[config.mk]
export PLATFORM = sky130hd
export DESIGN_NAME = selective_repeat_window
export DESIGN_NICKNAME = d
export VERILOG_FILES = /design/src/hw/rtl/srw_pkg.sv /design/src/hw/rtl/srw_cell.sv /design/src/hw/rtl/selective_repeat_window.sv
export VERILOG_INCLUDE_DIRS = /design/src /design/src/hw/rtl
export SDC_FILE = /design/constraint.sdc
export NUM_CORES = 2
export LEC_CHECK = 0
export ABC_CLOCK_PERIOD_IN_PS = 14220
export BUFFER_PORTS_ARGS = -buffer_cell sky130_fd_sc_hd__buf_2
export CAP_MARGIN = 10
export CORE_ASPECT_RATIO = 0.6
export CORE_MARGIN = 4
export CORE_UTILIZATION = 48
export CTS_CLUSTER_SIZE = 12
export DETAILED_ROUTE_END_ITERATION = 16
export MAX_ROUTING_LAYER = met4
export PLACE_DENSITY = 0.72
export SYNTH_ARGS = -nofsm -noshare
export SYNTH_HDL_FRONTEND = slang
export SYNTH_HIERARCHICAL = 1
export SYNTH_SLANG_ARGS = --single-unit
[constraint.sdc]
create_clock -name clk -period 14.22 [get_ports clk]
set_clock_uncertainty 0.15 [all_clocks]
set_input_delay 0 -clock clk [delete_from_list [all_inputs] [get_ports clk]]
set_output_delay 0 -clock clk [all_outputs]
set_load 0.1 [all_outputs]
[src/hw/rtl/selective_repeat_window_macros.svh]
// ---------------------------------------------------------------------------
// Selective repeat window assertion macros
// Clocked, reset-qualified property shorthands for the window engine.
// ---------------------------------------------------------------------------
`ifndef SELECTIVE_REPEAT_WINDOW_MACROS_SVH
`define SELECTIVE_REPEAT_WINDOW_MACROS_SVH

// Same-cycle implication, sampled on clk, off during reset.
`define SRW_ASSERT_NOW(label, ante, cons, msg) \
    label: assert property (@(posedge clk) disable iff (!rst_n) (ante) |-> (cons)) \
        else $error(msg);

// Next-cycle implication, sampled on clk, off during reset.
`define SRW_ASSERT_NEXT(label, ante, cons, msg) \
    label: assert property (@(posedge clk) disable iff (!rst_n) (ante) |=> (cons)) \
        else $error(msg);

`endif

[src/hw/rtl/srw_pkg.sv]
// ---------------------------------------------------------------------------
// srw_pkg
// Shared types, codes and window helpers for the selective repeat engine.
// ---------------------------------------------------------------------------
package srw_pkg;

    localparam int unsigned MAX_WINDOW_DEF = 64;
    localparam int unsigned SEQ_W          = 7;
    localparam int unsigned EV_W           = 3;
    localparam int unsigned BITS_W         = 3;

    localparam logic [BITS_W-1:0] SEQ_BITS_RST = 3'd3;
    localparam logic [BITS_W-1:0] SEQ_BITS_MIN = 3'd2;

    // Event codes of a result word
    localparam logic [EV_W-1:0] EV_SKIP   = 3'd0;
    localparam logic [EV_W-1:0] EV_ACCEPT = 3'd1;
    localparam logic [EV_W-1:0] EV_DUP    = 3'd2;
    localparam logic [EV_W-1:0] EV_NAK    = 3'd3;
    localparam logic [EV_W-1:0] EV_LOST   = 3'd4;

    typedef struct packed {
        logic frame_arrives;
        logic frame_damaged;
        logic ack_lost;
    } in_word_t;

    typedef struct packed {
        logic [SEQ_W-1:0] slot_seq;
        logic             was_sent;
        logic [EV_W-1:0]  event_code;
        logic             ack_ok;
        logic             round_end;
    } out_word_t;

    // Per-cycle commands broadcast to every cell
    typedef struct packed {
        logic init;      // reload reset contents
        logic move;      // shift send slots one place towards the head
        logic probe;     // capture receiver match against the head sequence
        logic grant_en;  // replace the granted receiver entry
    } cell_ctl_t;

    // Send window size for a given seq_bits value, capped at max_w
    function automatic logic [7:0] window_of(input logic [BITS_W-1:0] bits,
                                             input int unsigned max_w);
        logic [BITS_W-1:0] eff;
        logic [7:0]        half;
        eff  = (bits < SEQ_BITS_MIN) ? SEQ_BITS_MIN : bits;
        half = 8'd1 << (eff - 3'd1);
        if (half > 8'(max_w)) begin
            half = 8'(max_w);
        end
        return half;
    endfunction

    // Modulus minus one for the sequence space
    function automatic logic [SEQ_W-1:0] seq_mask(input logic [BITS_W-1:0] bits);
        logic [BITS_W-1:0] eff;
        logic [7:0]        full;
        eff  = (bits < SEQ_BITS_MIN) ? SEQ_BITS_MIN : bits;
        full = (8'd1 << eff) - 8'd1;
        return full[SEQ_W-1:0];
    endfunction

endpackage

[src/hw/rtl/srw_cell.sv]
// ---------------------------------------------------------------------------
// srw_cell
// One window position: a send slot (sequence, acked) and a receiver entry.
// ---------------------------------------------------------------------------
module srw_cell #(
    parameter int unsigned MAX_WINDOW = srw_pkg::MAX_WINDOW_DEF,
    parameter int unsigned INDEX      = 0
) (
    input  logic                            clk,
    input  logic                            rst_n,
    input  srw_pkg::cell_ctl_t              ctl,
    input  logic [$clog2(MAX_WINDOW)-1:0]   w_last,
    input  logic [srw_pkg::SEQ_W-1:0]       right_seq,
    input  logic                            right_acked,
    input  logic [srw_pkg::SEQ_W-1:0]       tail_seq,
    input  logic                            tail_acked,
    input  logic [srw_pkg::SEQ_W-1:0]       probe_seq,
    input  logic                            grant,
    input  logic [srw_pkg::SEQ_W-1:0]       recv_new,
    output logic [srw_pkg::SEQ_W-1:0]       seq,
    output logic                            acked,
    output logic                            match
);

    localparam int unsigned IDX_W = $clog2(MAX_WINDOW);
    localparam logic [srw_pkg::SEQ_W-1:0] INIT_SEQ = srw_pkg::SEQ_W'(INDEX);

    logic [srw_pkg::SEQ_W-1:0] seq_reg, seq_next;
    logic                      acked_reg, acked_next;
    logic [srw_pkg::SEQ_W-1:0] exp_reg, exp_next;
    logic                      match_reg, match_next;
    logic                      is_tail;
    logic                      active;

    assign is_tail = (IDX_W'(INDEX) == w_last);
    assign active  = (IDX_W'(INDEX) <= w_last);

    always_comb
    begin
        seq_next   = seq_reg;
        acked_next = acked_reg;
        exp_next   = exp_reg;
        match_next = match_reg;
        if (ctl.init)
        begin
            seq_next   = INIT_SEQ;
            acked_next = 1'b0;
            exp_next   = INIT_SEQ;
        end
        else
        begin
            if (ctl.move)
            begin
                seq_next   = is_tail ? tail_seq   : right_seq;
                acked_next = is_tail ? tail_acked : right_acked;
            end
            if (ctl.probe)
            begin
                match_next = active && (exp_reg == probe_seq);
            end
            if (ctl.grant_en && grant)
            begin
                exp_next = recv_new;
            end
        end
    end

    always_ff @(posedge clk or negedge rst_n)
    begin
        if (!rst_n)
        begin
            seq_reg   <= INIT_SEQ;
            acked_reg <= 1'b0;
            exp_reg   <= INIT_SEQ;
            match_reg <= 1'b0;
        end
        else
        begin
            seq_reg   <= seq_next;
            acked_reg <= acked_next;
            exp_reg   <= exp_next;
            match_reg <= match_next;
        end
    end

    assign seq   = seq_reg;
    assign acked = acked_reg;
    assign match = match_reg;

endmodule

[src/hw/rtl/selective_repeat_window.sv]
// ---------------------------------------------------------------------------
// selective_repeat_window
// Selective repeat ARQ window engine built as a ring of window cells.
// ---------------------------------------------------------------------------
// Usage:
//  in    : one word per send slot of a round, giving the channel outcome
//          (arrival, damage or loss, ack loss). valid/ready.
//  out   : one word per input word: slot sequence, sent flag, event code,
//          ack state and round-end flag. valid/ready, registered.
//  cfg   : write of seq_bits (3 bits); taken only when the engine is idle,
//          reloads both windows and all counters as reset does.
// Timing: a word is taken in an idle cycle and its receiver match is
//  captured in every cell at once; the result is registered in the update
//  state once out is free. After the last slot of a round the ring shifts
//  out the leading acked slots one per cycle before the next word is taken.
// The send window rotates through the cells so the current slot is always
//  in cell 0; the receiver entries stay in place and the first match is
//  picked by a lowest-set-bit pick over the captured match flags.
// Reset: windows hold slot indices, nothing acked, seq_bits = 3.
// Stall: a result waiting on out holds the engine in its update cycle; the
//  next input word is still taken while a previous result waits.
// ---------------------------------------------------------------------------
`include "selective_repeat_window_macros.svh"

module selective_repeat_window #(
    parameter int unsigned MAX_WINDOW = srw_pkg::MAX_WINDOW_DEF
) (
    input  logic                         clk,
    input  logic                         rst_n,
    input  logic                         in_valid,
    output logic                         in_ready,
    input  srw_pkg::in_word_t            in_data,
    output logic                         out_valid,
    input  logic                         out_ready,
    output srw_pkg::out_word_t           out_data,
    input  logic                         cfg_valid,
    output logic                         cfg_ready,
    input  logic [srw_pkg::BITS_W-1:0]   cfg_data
);

    localparam int unsigned IDX_W = $clog2(MAX_WINDOW);
    localparam int unsigned SEQ_W = srw_pkg::SEQ_W;
    localparam logic [7:0]  RST_W = srw_pkg::window_of(srw_pkg::SEQ_BITS_RST, MAX_WINDOW);
    localparam logic [SEQ_W-1:0] RST_NEXT = RST_W[SEQ_W-1:0];

    typedef enum logic [2:0] {
        ST_IDLE  = 3'b001,
        ST_UPD   = 3'b010,
        ST_SLIDE = 3'b100
    } state_t;

    state_t                       state_reg, state_next;
    logic [srw_pkg::BITS_W-1:0]   seq_bits_reg, seq_bits_next;
    logic [SEQ_W-1:0]             next_send_reg, next_send_next;
    logic [SEQ_W-1:0]             next_recv_reg, next_recv_next;
    logic [IDX_W-1:0]             slot_reg, slot_next;
    srw_pkg::in_word_t            in_word_reg, in_word_next;
    srw_pkg::out_word_t           out_word_reg, out_word_next;
    logic                         out_valid_reg, out_valid_next;

    // Window geometry from the current register
    logic [7:0]                   w_cur;
    logic [IDX_W-1:0]             w_last;
    logic [SEQ_W-1:0]             mask_cur;
    logic [7:0]                   w_new;

    // Cell ring
    srw_pkg::cell_ctl_t           ctl;
    logic [SEQ_W-1:0]             cell_seq   [MAX_WINDOW];
    logic                         cell_acked [MAX_WINDOW];
    logic [MAX_WINDOW-1:0]        match_vec;
    logic [MAX_WINDOW-1:0]        grant_vec;
    logic [SEQ_W-1:0]             tail_seq;
    logic                         tail_acked;

    // Per-word decision
    logic                         head_acked;
    logic                         any_match;
    logic                         sending;
    logic                         new_ack;
    logic [srw_pkg::EV_W-1:0]     ev;
    logic                         is_last;
    logic                         load;
    logic                         in_acc;
    logic                         cfg_acc;

    assign w_cur    = srw_pkg::window_of(seq_bits_reg, MAX_WINDOW);
    assign w_last   = IDX_W'(w_cur - 8'd1);
    assign mask_cur = srw_pkg::seq_mask(seq_bits_reg);
    assign w_new    = srw_pkg::window_of(cfg_data, MAX_WINDOW);

    assign cfg_ready = (state_reg == ST_IDLE);
    assign in_ready  = (state_reg == ST_IDLE) && !cfg_valid;
    assign cfg_acc   = cfg_valid && cfg_ready;
    assign in_acc    = in_valid && in_ready;

    assign head_acked = cell_acked[0];
    assign any_match  = |match_vec;
    // lowest set bit: first matching receiver entry
    assign grant_vec  = match_vec & (~match_vec + MAX_WINDOW'(1));
    assign sending    = !head_acked;
    assign is_last    = (slot_reg == w_last);
    assign load       = (state_reg == ST_UPD) && (!out_valid_reg || out_ready);

    always_comb
    begin
        ev      = srw_pkg::EV_SKIP;
        new_ack = 1'b1;
        if (sending)
        begin
            if (in_word_reg.frame_arrives)
            begin
                ev      = any_match ? srw_pkg::EV_ACCEPT : srw_pkg::EV_DUP;
                new_ack = !in_word_reg.ack_lost;
            end
            else
            begin
                ev      = in_word_reg.frame_damaged ? srw_pkg::EV_NAK : srw_pkg::EV_LOST;
                new_ack = 1'b0;
            end
        end
    end

    // Tail feed: the processed head on a rotate, a fresh slot while sliding
    always_comb
    begin
        if (state_reg == ST_SLIDE)
        begin
            tail_seq   = next_send_reg;
            tail_acked = 1'b0;
        end
        else
        begin
            tail_seq   = cell_seq[0];
            tail_acked = new_ack;
        end
    end

    always_comb
    begin
        ctl.init     = cfg_acc;
        ctl.probe    = in_acc;
        ctl.move     = load || ((state_reg == ST_SLIDE) && head_acked);
        ctl.grant_en = load && sending && in_word_reg.frame_arrives;
    end

    generate
        for (genvar i = 0; i < MAX_WINDOW; i++)
        begin : g_cell
            logic [SEQ_W-1:0] right_seq;
            logic             right_acked;
            if (i == MAX_WINDOW - 1)
            begin : g_end
                assign right_seq   = tail_seq;
                assign right_acked = tail_acked;
            end
            else
            begin : g_mid
                assign right_seq   = cell_seq[i+1];
                assign right_acked = cell_acked[i+1];
            end
            srw_cell #(
                .MAX_WINDOW (MAX_WINDOW),
                .INDEX      (i)
            ) u_cell (
                .clk         (clk),
                .rst_n       (rst_n),
                .ctl         (ctl),
                .w_last      (w_last),
                .right_seq   (right_seq),
                .right_acked (right_acked),
                .tail_seq    (tail_seq),
                .tail_acked  (tail_acked),
                .probe_seq   (cell_seq[0]),
                .grant       (grant_vec[i]),
                .recv_new    (next_recv_reg),
                .seq         (cell_seq[i]),
                .acked       (cell_acked[i]),
                .match       (match_vec[i])
            );
        end
    endgenerate

    always_comb
    begin
        state_next     = state_reg;
        seq_bits_next  = seq_bits_reg;
        next_send_next = next_send_reg;
        next_recv_next = next_recv_reg;
        slot_next      = slot_reg;
        in_word_next   = in_word_reg;
        out_word_next  = out_word_reg;
        out_valid_next = out_valid_reg;

        if (out_valid_reg && out_ready)
        begin
            out_valid_next = 1'b0;
        end

        unique case (state_reg)
            ST_IDLE:
            begin
                if (cfg_acc)
                begin
                    seq_bits_next  = cfg_data;
                    next_send_next = w_new[SEQ_W-1:0];
                    next_recv_next = w_new[SEQ_W-1:0];
                    slot_next      = '0;
                end
                else if (in_acc)
                begin
                    in_word_next = in_data;
                    state_next   = ST_UPD;
                end
            end
            ST_UPD:
            begin
                if (load)
                begin
                    out_word_next.slot_seq   = cell_seq[0];
                    out_word_next.was_sent   = sending;
                    out_word_next.event_code = ev;
                    out_word_next.ack_ok     = new_ack;
                    out_word_next.round_end  = is_last;
                    out_valid_next           = 1'b1;
                    if (ctl.grant_en && any_match)
                    begin
                        next_recv_next = (next_recv_reg + 1'b1) & mask_cur;
                    end
                    if (is_last)
                    begin
                        slot_next  = '0;
                        state_next = ST_SLIDE;
                    end
                    else
                    begin
                        slot_next  = slot_reg + 1'b1;
                        state_next = ST_IDLE;
                    end
                end
            end
            ST_SLIDE:
            begin
                if (head_acked)
                begin
                    next_send_next = (next_send_reg + 1'b1) & mask_cur;
                end
                else
                begin
                    state_next = ST_IDLE;
                end
            end
            default:
            begin
                state_next = ST_IDLE;
            end
        endcase
    end

    always_ff @(posedge clk or negedge rst_n)
    begin
        if (!rst_n)
        begin
            state_reg     <= ST_IDLE;
            seq_bits_reg  <= srw_pkg::SEQ_BITS_RST;
            next_send_reg <= RST_NEXT;
            next_recv_reg <= RST_NEXT;
            slot_reg      <= '0;
            out_valid_reg <= 1'b0;
        end
        else
        begin
            state_reg     <= state_next;
            seq_bits_reg  <= seq_bits_next;
            next_send_reg <= next_send_next;
            next_recv_reg <= next_recv_next;
            slot_reg      <= slot_next;
            out_valid_reg <= out_valid_next;
        end
    end

    always_ff @(posedge clk)
    begin
        in_word_reg  <= in_word_next;
        out_word_reg <= out_word_next;
    end

    assign out_valid = out_valid_reg;
    assign out_data  = out_word_reg;

    // Assertions
    `SRW_ASSERT_NOW(a_grant_onehot, 1'b1, $onehot0(grant_vec),
        "more than one receiver entry granted")
    `SRW_ASSERT_NOW(a_slot_in_window, 1'b1, slot_reg <= w_last,
        "slot counter beyond window")
    `SRW_ASSERT_NEXT(a_round_slides, load && is_last, state_reg == ST_SLIDE,
        "round end did not start the slide")
    `SRW_ASSERT_NEXT(a_slide_ends_unacked, (state_reg == ST_SLIDE) && !head_acked,
        state_reg == ST_IDLE, "slide did not stop at an unacked head")

endmodule
==> impl_results.md <==
* YS warnings at 6
* Largest family of logic cells by synthesized area: simple AND/OR/NAND/NOR gates
* Layout area overhead at 7.44%
* Die X at 460 um
* Post-CTS Setup Bufs at 0
* Root Buffer Master: clkbuf_16
* Initial antenna violation count at 3
* Flops & latches, synth at between 1000 and 1500
* First-pass DRT Iterations at 8
* Slew Limit Fails at 0
* Via Count at 51705
* Clock power share at between 30% and 40%
* Per-cell routed wire length at between 20 and 25 um
* RSZ-0062 raised after global routing: false
* CTS tree: done
* Predominant post-synthesis flop cell: dfrtp_1
* Syn Nets at just over 6000
* Layout cell share with drive strength beyond 1 at around an eighth
* Slew HR at between 10% and 20%
* Crit-path most repeated cell: nor3_1
* Vias in the first global route at just under 50000
* Mux contribution to synthesized area at less than 1%
* Hold Fails Final Rpt at 0
* R2R setup slack at about 8.7 ns
* Hold endpoint: out_valid
* Pint at between 4 and 5 mW
* Min Clock Period, post-route at ~5.5 ns
* Detailed Route Iter0 Violations at 7044
* Effective utilization at floorplan at between 40% and 50%
* Post-synthesis compound-gate area fraction at ~18%
* Yosys top cell area share at between 20 and 30%
* Clock-pin slew on the worst setup and hold paths at 0.07 ns
* Outcome: complete, no violations
* GP Congestion at 0.852
* Vias per cell at 6.63
* Largest net degree at the start of global routing at approximately 270
* Depth of the worst hold-timing path at 4
* Combinational share of power at 21.1%
* Cell leakage power at around 24 nW
* Multi-input gate area at roughly 30000 um2
* IO buf count at 26
* Cells after Synth at just over 6000
* Tot GR Track Use at approximately 28%
* Largest stage delay on the critical path at approximately 0.8 ns
* Clock latency on the worst-skew pair at roughly 0.73 ns
* Sw Ratio at 34.6%
* CP Capture Type: register
* Post-synth top cells: nand3_1, dfrtp_1, nand2_1, nor2_1, dfstp_2
* Critical path's slowest cell: nor3_1
* Sw power at roughly 2.6 mW
* Placed cells at around 7600
* CP cell instances: inv_1 -> nor3_1 -> ha_4 -> nor2b_1 -> nand2_4 -> ha_1 -> clkinv_4 -> buf_4 -> nor3_1 -> nand4_1 -> a311oi_1
* Most numerous cell in the Yosys netlist: nand3_1
* Die height at about 280 um
* Synth Area in Simple Gates at roughly a quarter
* Post-Syn Area at 58900 um2
* Arrival @ worst endpoint at ~6.0 ns
* Final Cycle Share at roughly two fifths
* ANT nets after route at 0
* Worst vdd ir at 0.148 mV
* Clock buffer depth at 3
* Post-synth ARST share at a little over nine tenths
* Reg2reg start: seq_bits_reg[2]
* XOR/XNOR share of the synthesized area at around 6.8%
* Synth area leader: dfrtp_1
* Sequential share of the synthesized area at 46.3%
* Synth Area in Adders at less than 1%
* Synth top area cells: dfrtp_1, dfstp_2, nand3_1
* Crit path max fanout at between 80 and 90
* Sink Count at between 1000 and 1500
* H-tree depth at 3
* Rows at about 100
* Final setup margin at just under 9 ns
* Post-DP HPWL at approximately 100000 um
* F_max at 181 MHz
* Min-delay worst type: in -> reg
* IO Count at 27
* Fin Setup TNS at 0 ns
* GRT overflow at 0
* Worst Min Path Start: out_ready
* FF-to-FF End: g_cell[1].u_cell/seq[2]
* Final #Nets at 6114
* Max-Cap Viols at 0
* Post-synthesis cell type count at roughly 110
* Pre-CTS setup slack at 8.57 ns
* Remaining DRCs at 0
* Die area at about 130000 um2
* Num CTS Buffers at 104
* First-pass GRT wire length at approximately 290000 um
* Routed wire length at between 150000 and 200000 um
* Startpoint types: register
* Pwr dens at 120 nW/um2
* Worst path required time at between 10 and 15 ns
* Filler cells at about 11000
* Worst hold margin at 0.0652 ns
* Final setup violation count at 0
* Core area at roughly 120000 um2
* Worst slew pin tran at about 1.3 ns
* Register Area at about 27000 um2
* Setup CP Type: reg -> reg
* Reg2Reg Depth at 11
* Final non-filler cell total at just under 8000
* Avg Cell Area, Syn at roughly 9.5 um2
* Post-synth EDFFs at 16
* Flop pwr share at approximately 43%
==> metrics by stage <==
stage / util, % / area, um2 / power, mW
after floorplan: - / 59000 / 4.39
after detailed placement: 49.1 / 59800 / 4.85
after CTS: 52.0 / 63300 / 7.57
after global routing: 52.0 / 63300 / 7.86
final: 52.0 / 63300 / 7.59
after global placement: 49.1 / 59800 / 4.83
==> worst max-delay path by stage <==
stage	startpoint	endpoint	slack, ns	cells after the start
3_5_place_dp	seq_bits_reg[2]	g_cell[53].u_cell/seq[1]	8.57	11
2_1_floorplan	seq_bits_reg[2]	g_cell[29].u_cell/match	3.76	11
5_1_grt	seq_bits_reg[2]	g_cell[22].u_cell/seq[6]	8.29	11
4_1_cts	seq_bits_reg[2]	g_cell[53].u_cell/seq[1]	8.52	11
6_report	seq_bits_reg[2]	g_cell[1].u_cell/seq[2]	8.69	11
3_3_place_gp	seq_bits_reg[2]	g_cell[53].u_cell/acked	8.76	11
==> cells by family (layout without fill, tap and decap cells) <==
family,Yosys count,in the layout
and+or+nand+nor,2630,2630
AOI/OAI and AO/OA,1621,1621
DFF,1067,1067
xor gates and xnor gates,461,461
buffers and inverters,414,378
muxes,16,16
adders and majority gates,9,9
other,1,5
==> cells in the final DEF (no fill, tap or decap), types with 14 or more instances in the layout <==
master,Yosys,routed
nor4_1,56,56
o21ai_1,323,323
nand4_1,86,86
dfstp_2,389,388
a21oi_1,288,288
nor2_1,420,419
o31ai_1,24,24
buf_2,67,26
nand2_1,446,437
inv_1,53,51
and3b_1,23,23
nor3b_1,14,14
edfxtp_1,16,16
nor2b_1,80,80
a211o_1,179,179
or3_1,19,19
and2_1,24,22
clkbuf_8,9,15
nor3_1,202,202
dlygate4sd3_1,0,22
and4_1,20,20
clkbuf_16,0,107
and3_1,210,210
clkbuf_1,172,62
nand2b_1,46,46
o21ai_0,203,203
xnor2_1,261,260
a311oi_1,322,322
buf_4,9,63
xor2_1,200,200
a32o_1,23,22
a31oi_1,173,173
nand3_1,788,788
dfrtp_1,662,649
mux2i_1,16,16
==> power by group through the flow <==
stage	combinational, mW	clock [mW]	sequential, mW
3_5_place_dp	1.54	0	3.31
2_1_floorplan	1.11	0	3.28
6_report	1.60	2.72	3.27
5_1_grt	1.70	2.88	3.28
3_3_place_gp	1.51	0	3.31
4_1_cts	1.55	2.76	3.26
==> cell type report <==
class	count	share of cell area, %
sequential	1067	43.1
inverter	58	0.369
multi-input combinational	4738	46.5
tap	1616	3.19
antenna	4	0.0158
clock inverter	11	0.172
clock buffer	184	4.92
timing repair buffer	125	1.72
==> repair_timing <==
action                                 in CTS  in global routing
hold buffers                               23                  0
endpoints found under the hold margin     226                  0
resized for setup                           0                  0
==> worst max-delay path: cells and delay by family, from the launching register on <==
family	cells	cell delay [ns]
compound gates	1	0.32
fa+ha+maj	2	0.88
buf+inv	3	1.41
flops	1	0.57
simple gates	5	2.06
==> per-layer routing <==
| metal | wire length (um) | global-route usage [%] | vias to the layer above |
|---|---|---|---|
| li1 | - | - | 23099 |
| met1 | 81000 | 42.7 | 25581 |
| met2 | 75600 | 38.1 | 2697 |
| met3 | 20300 | 6.29 | 328 |
| met4 | 3980 | 6.97 | 0 |
| met5 | 0 | - | - |
No activity file was read; power rests on OpenSTA's default activity.
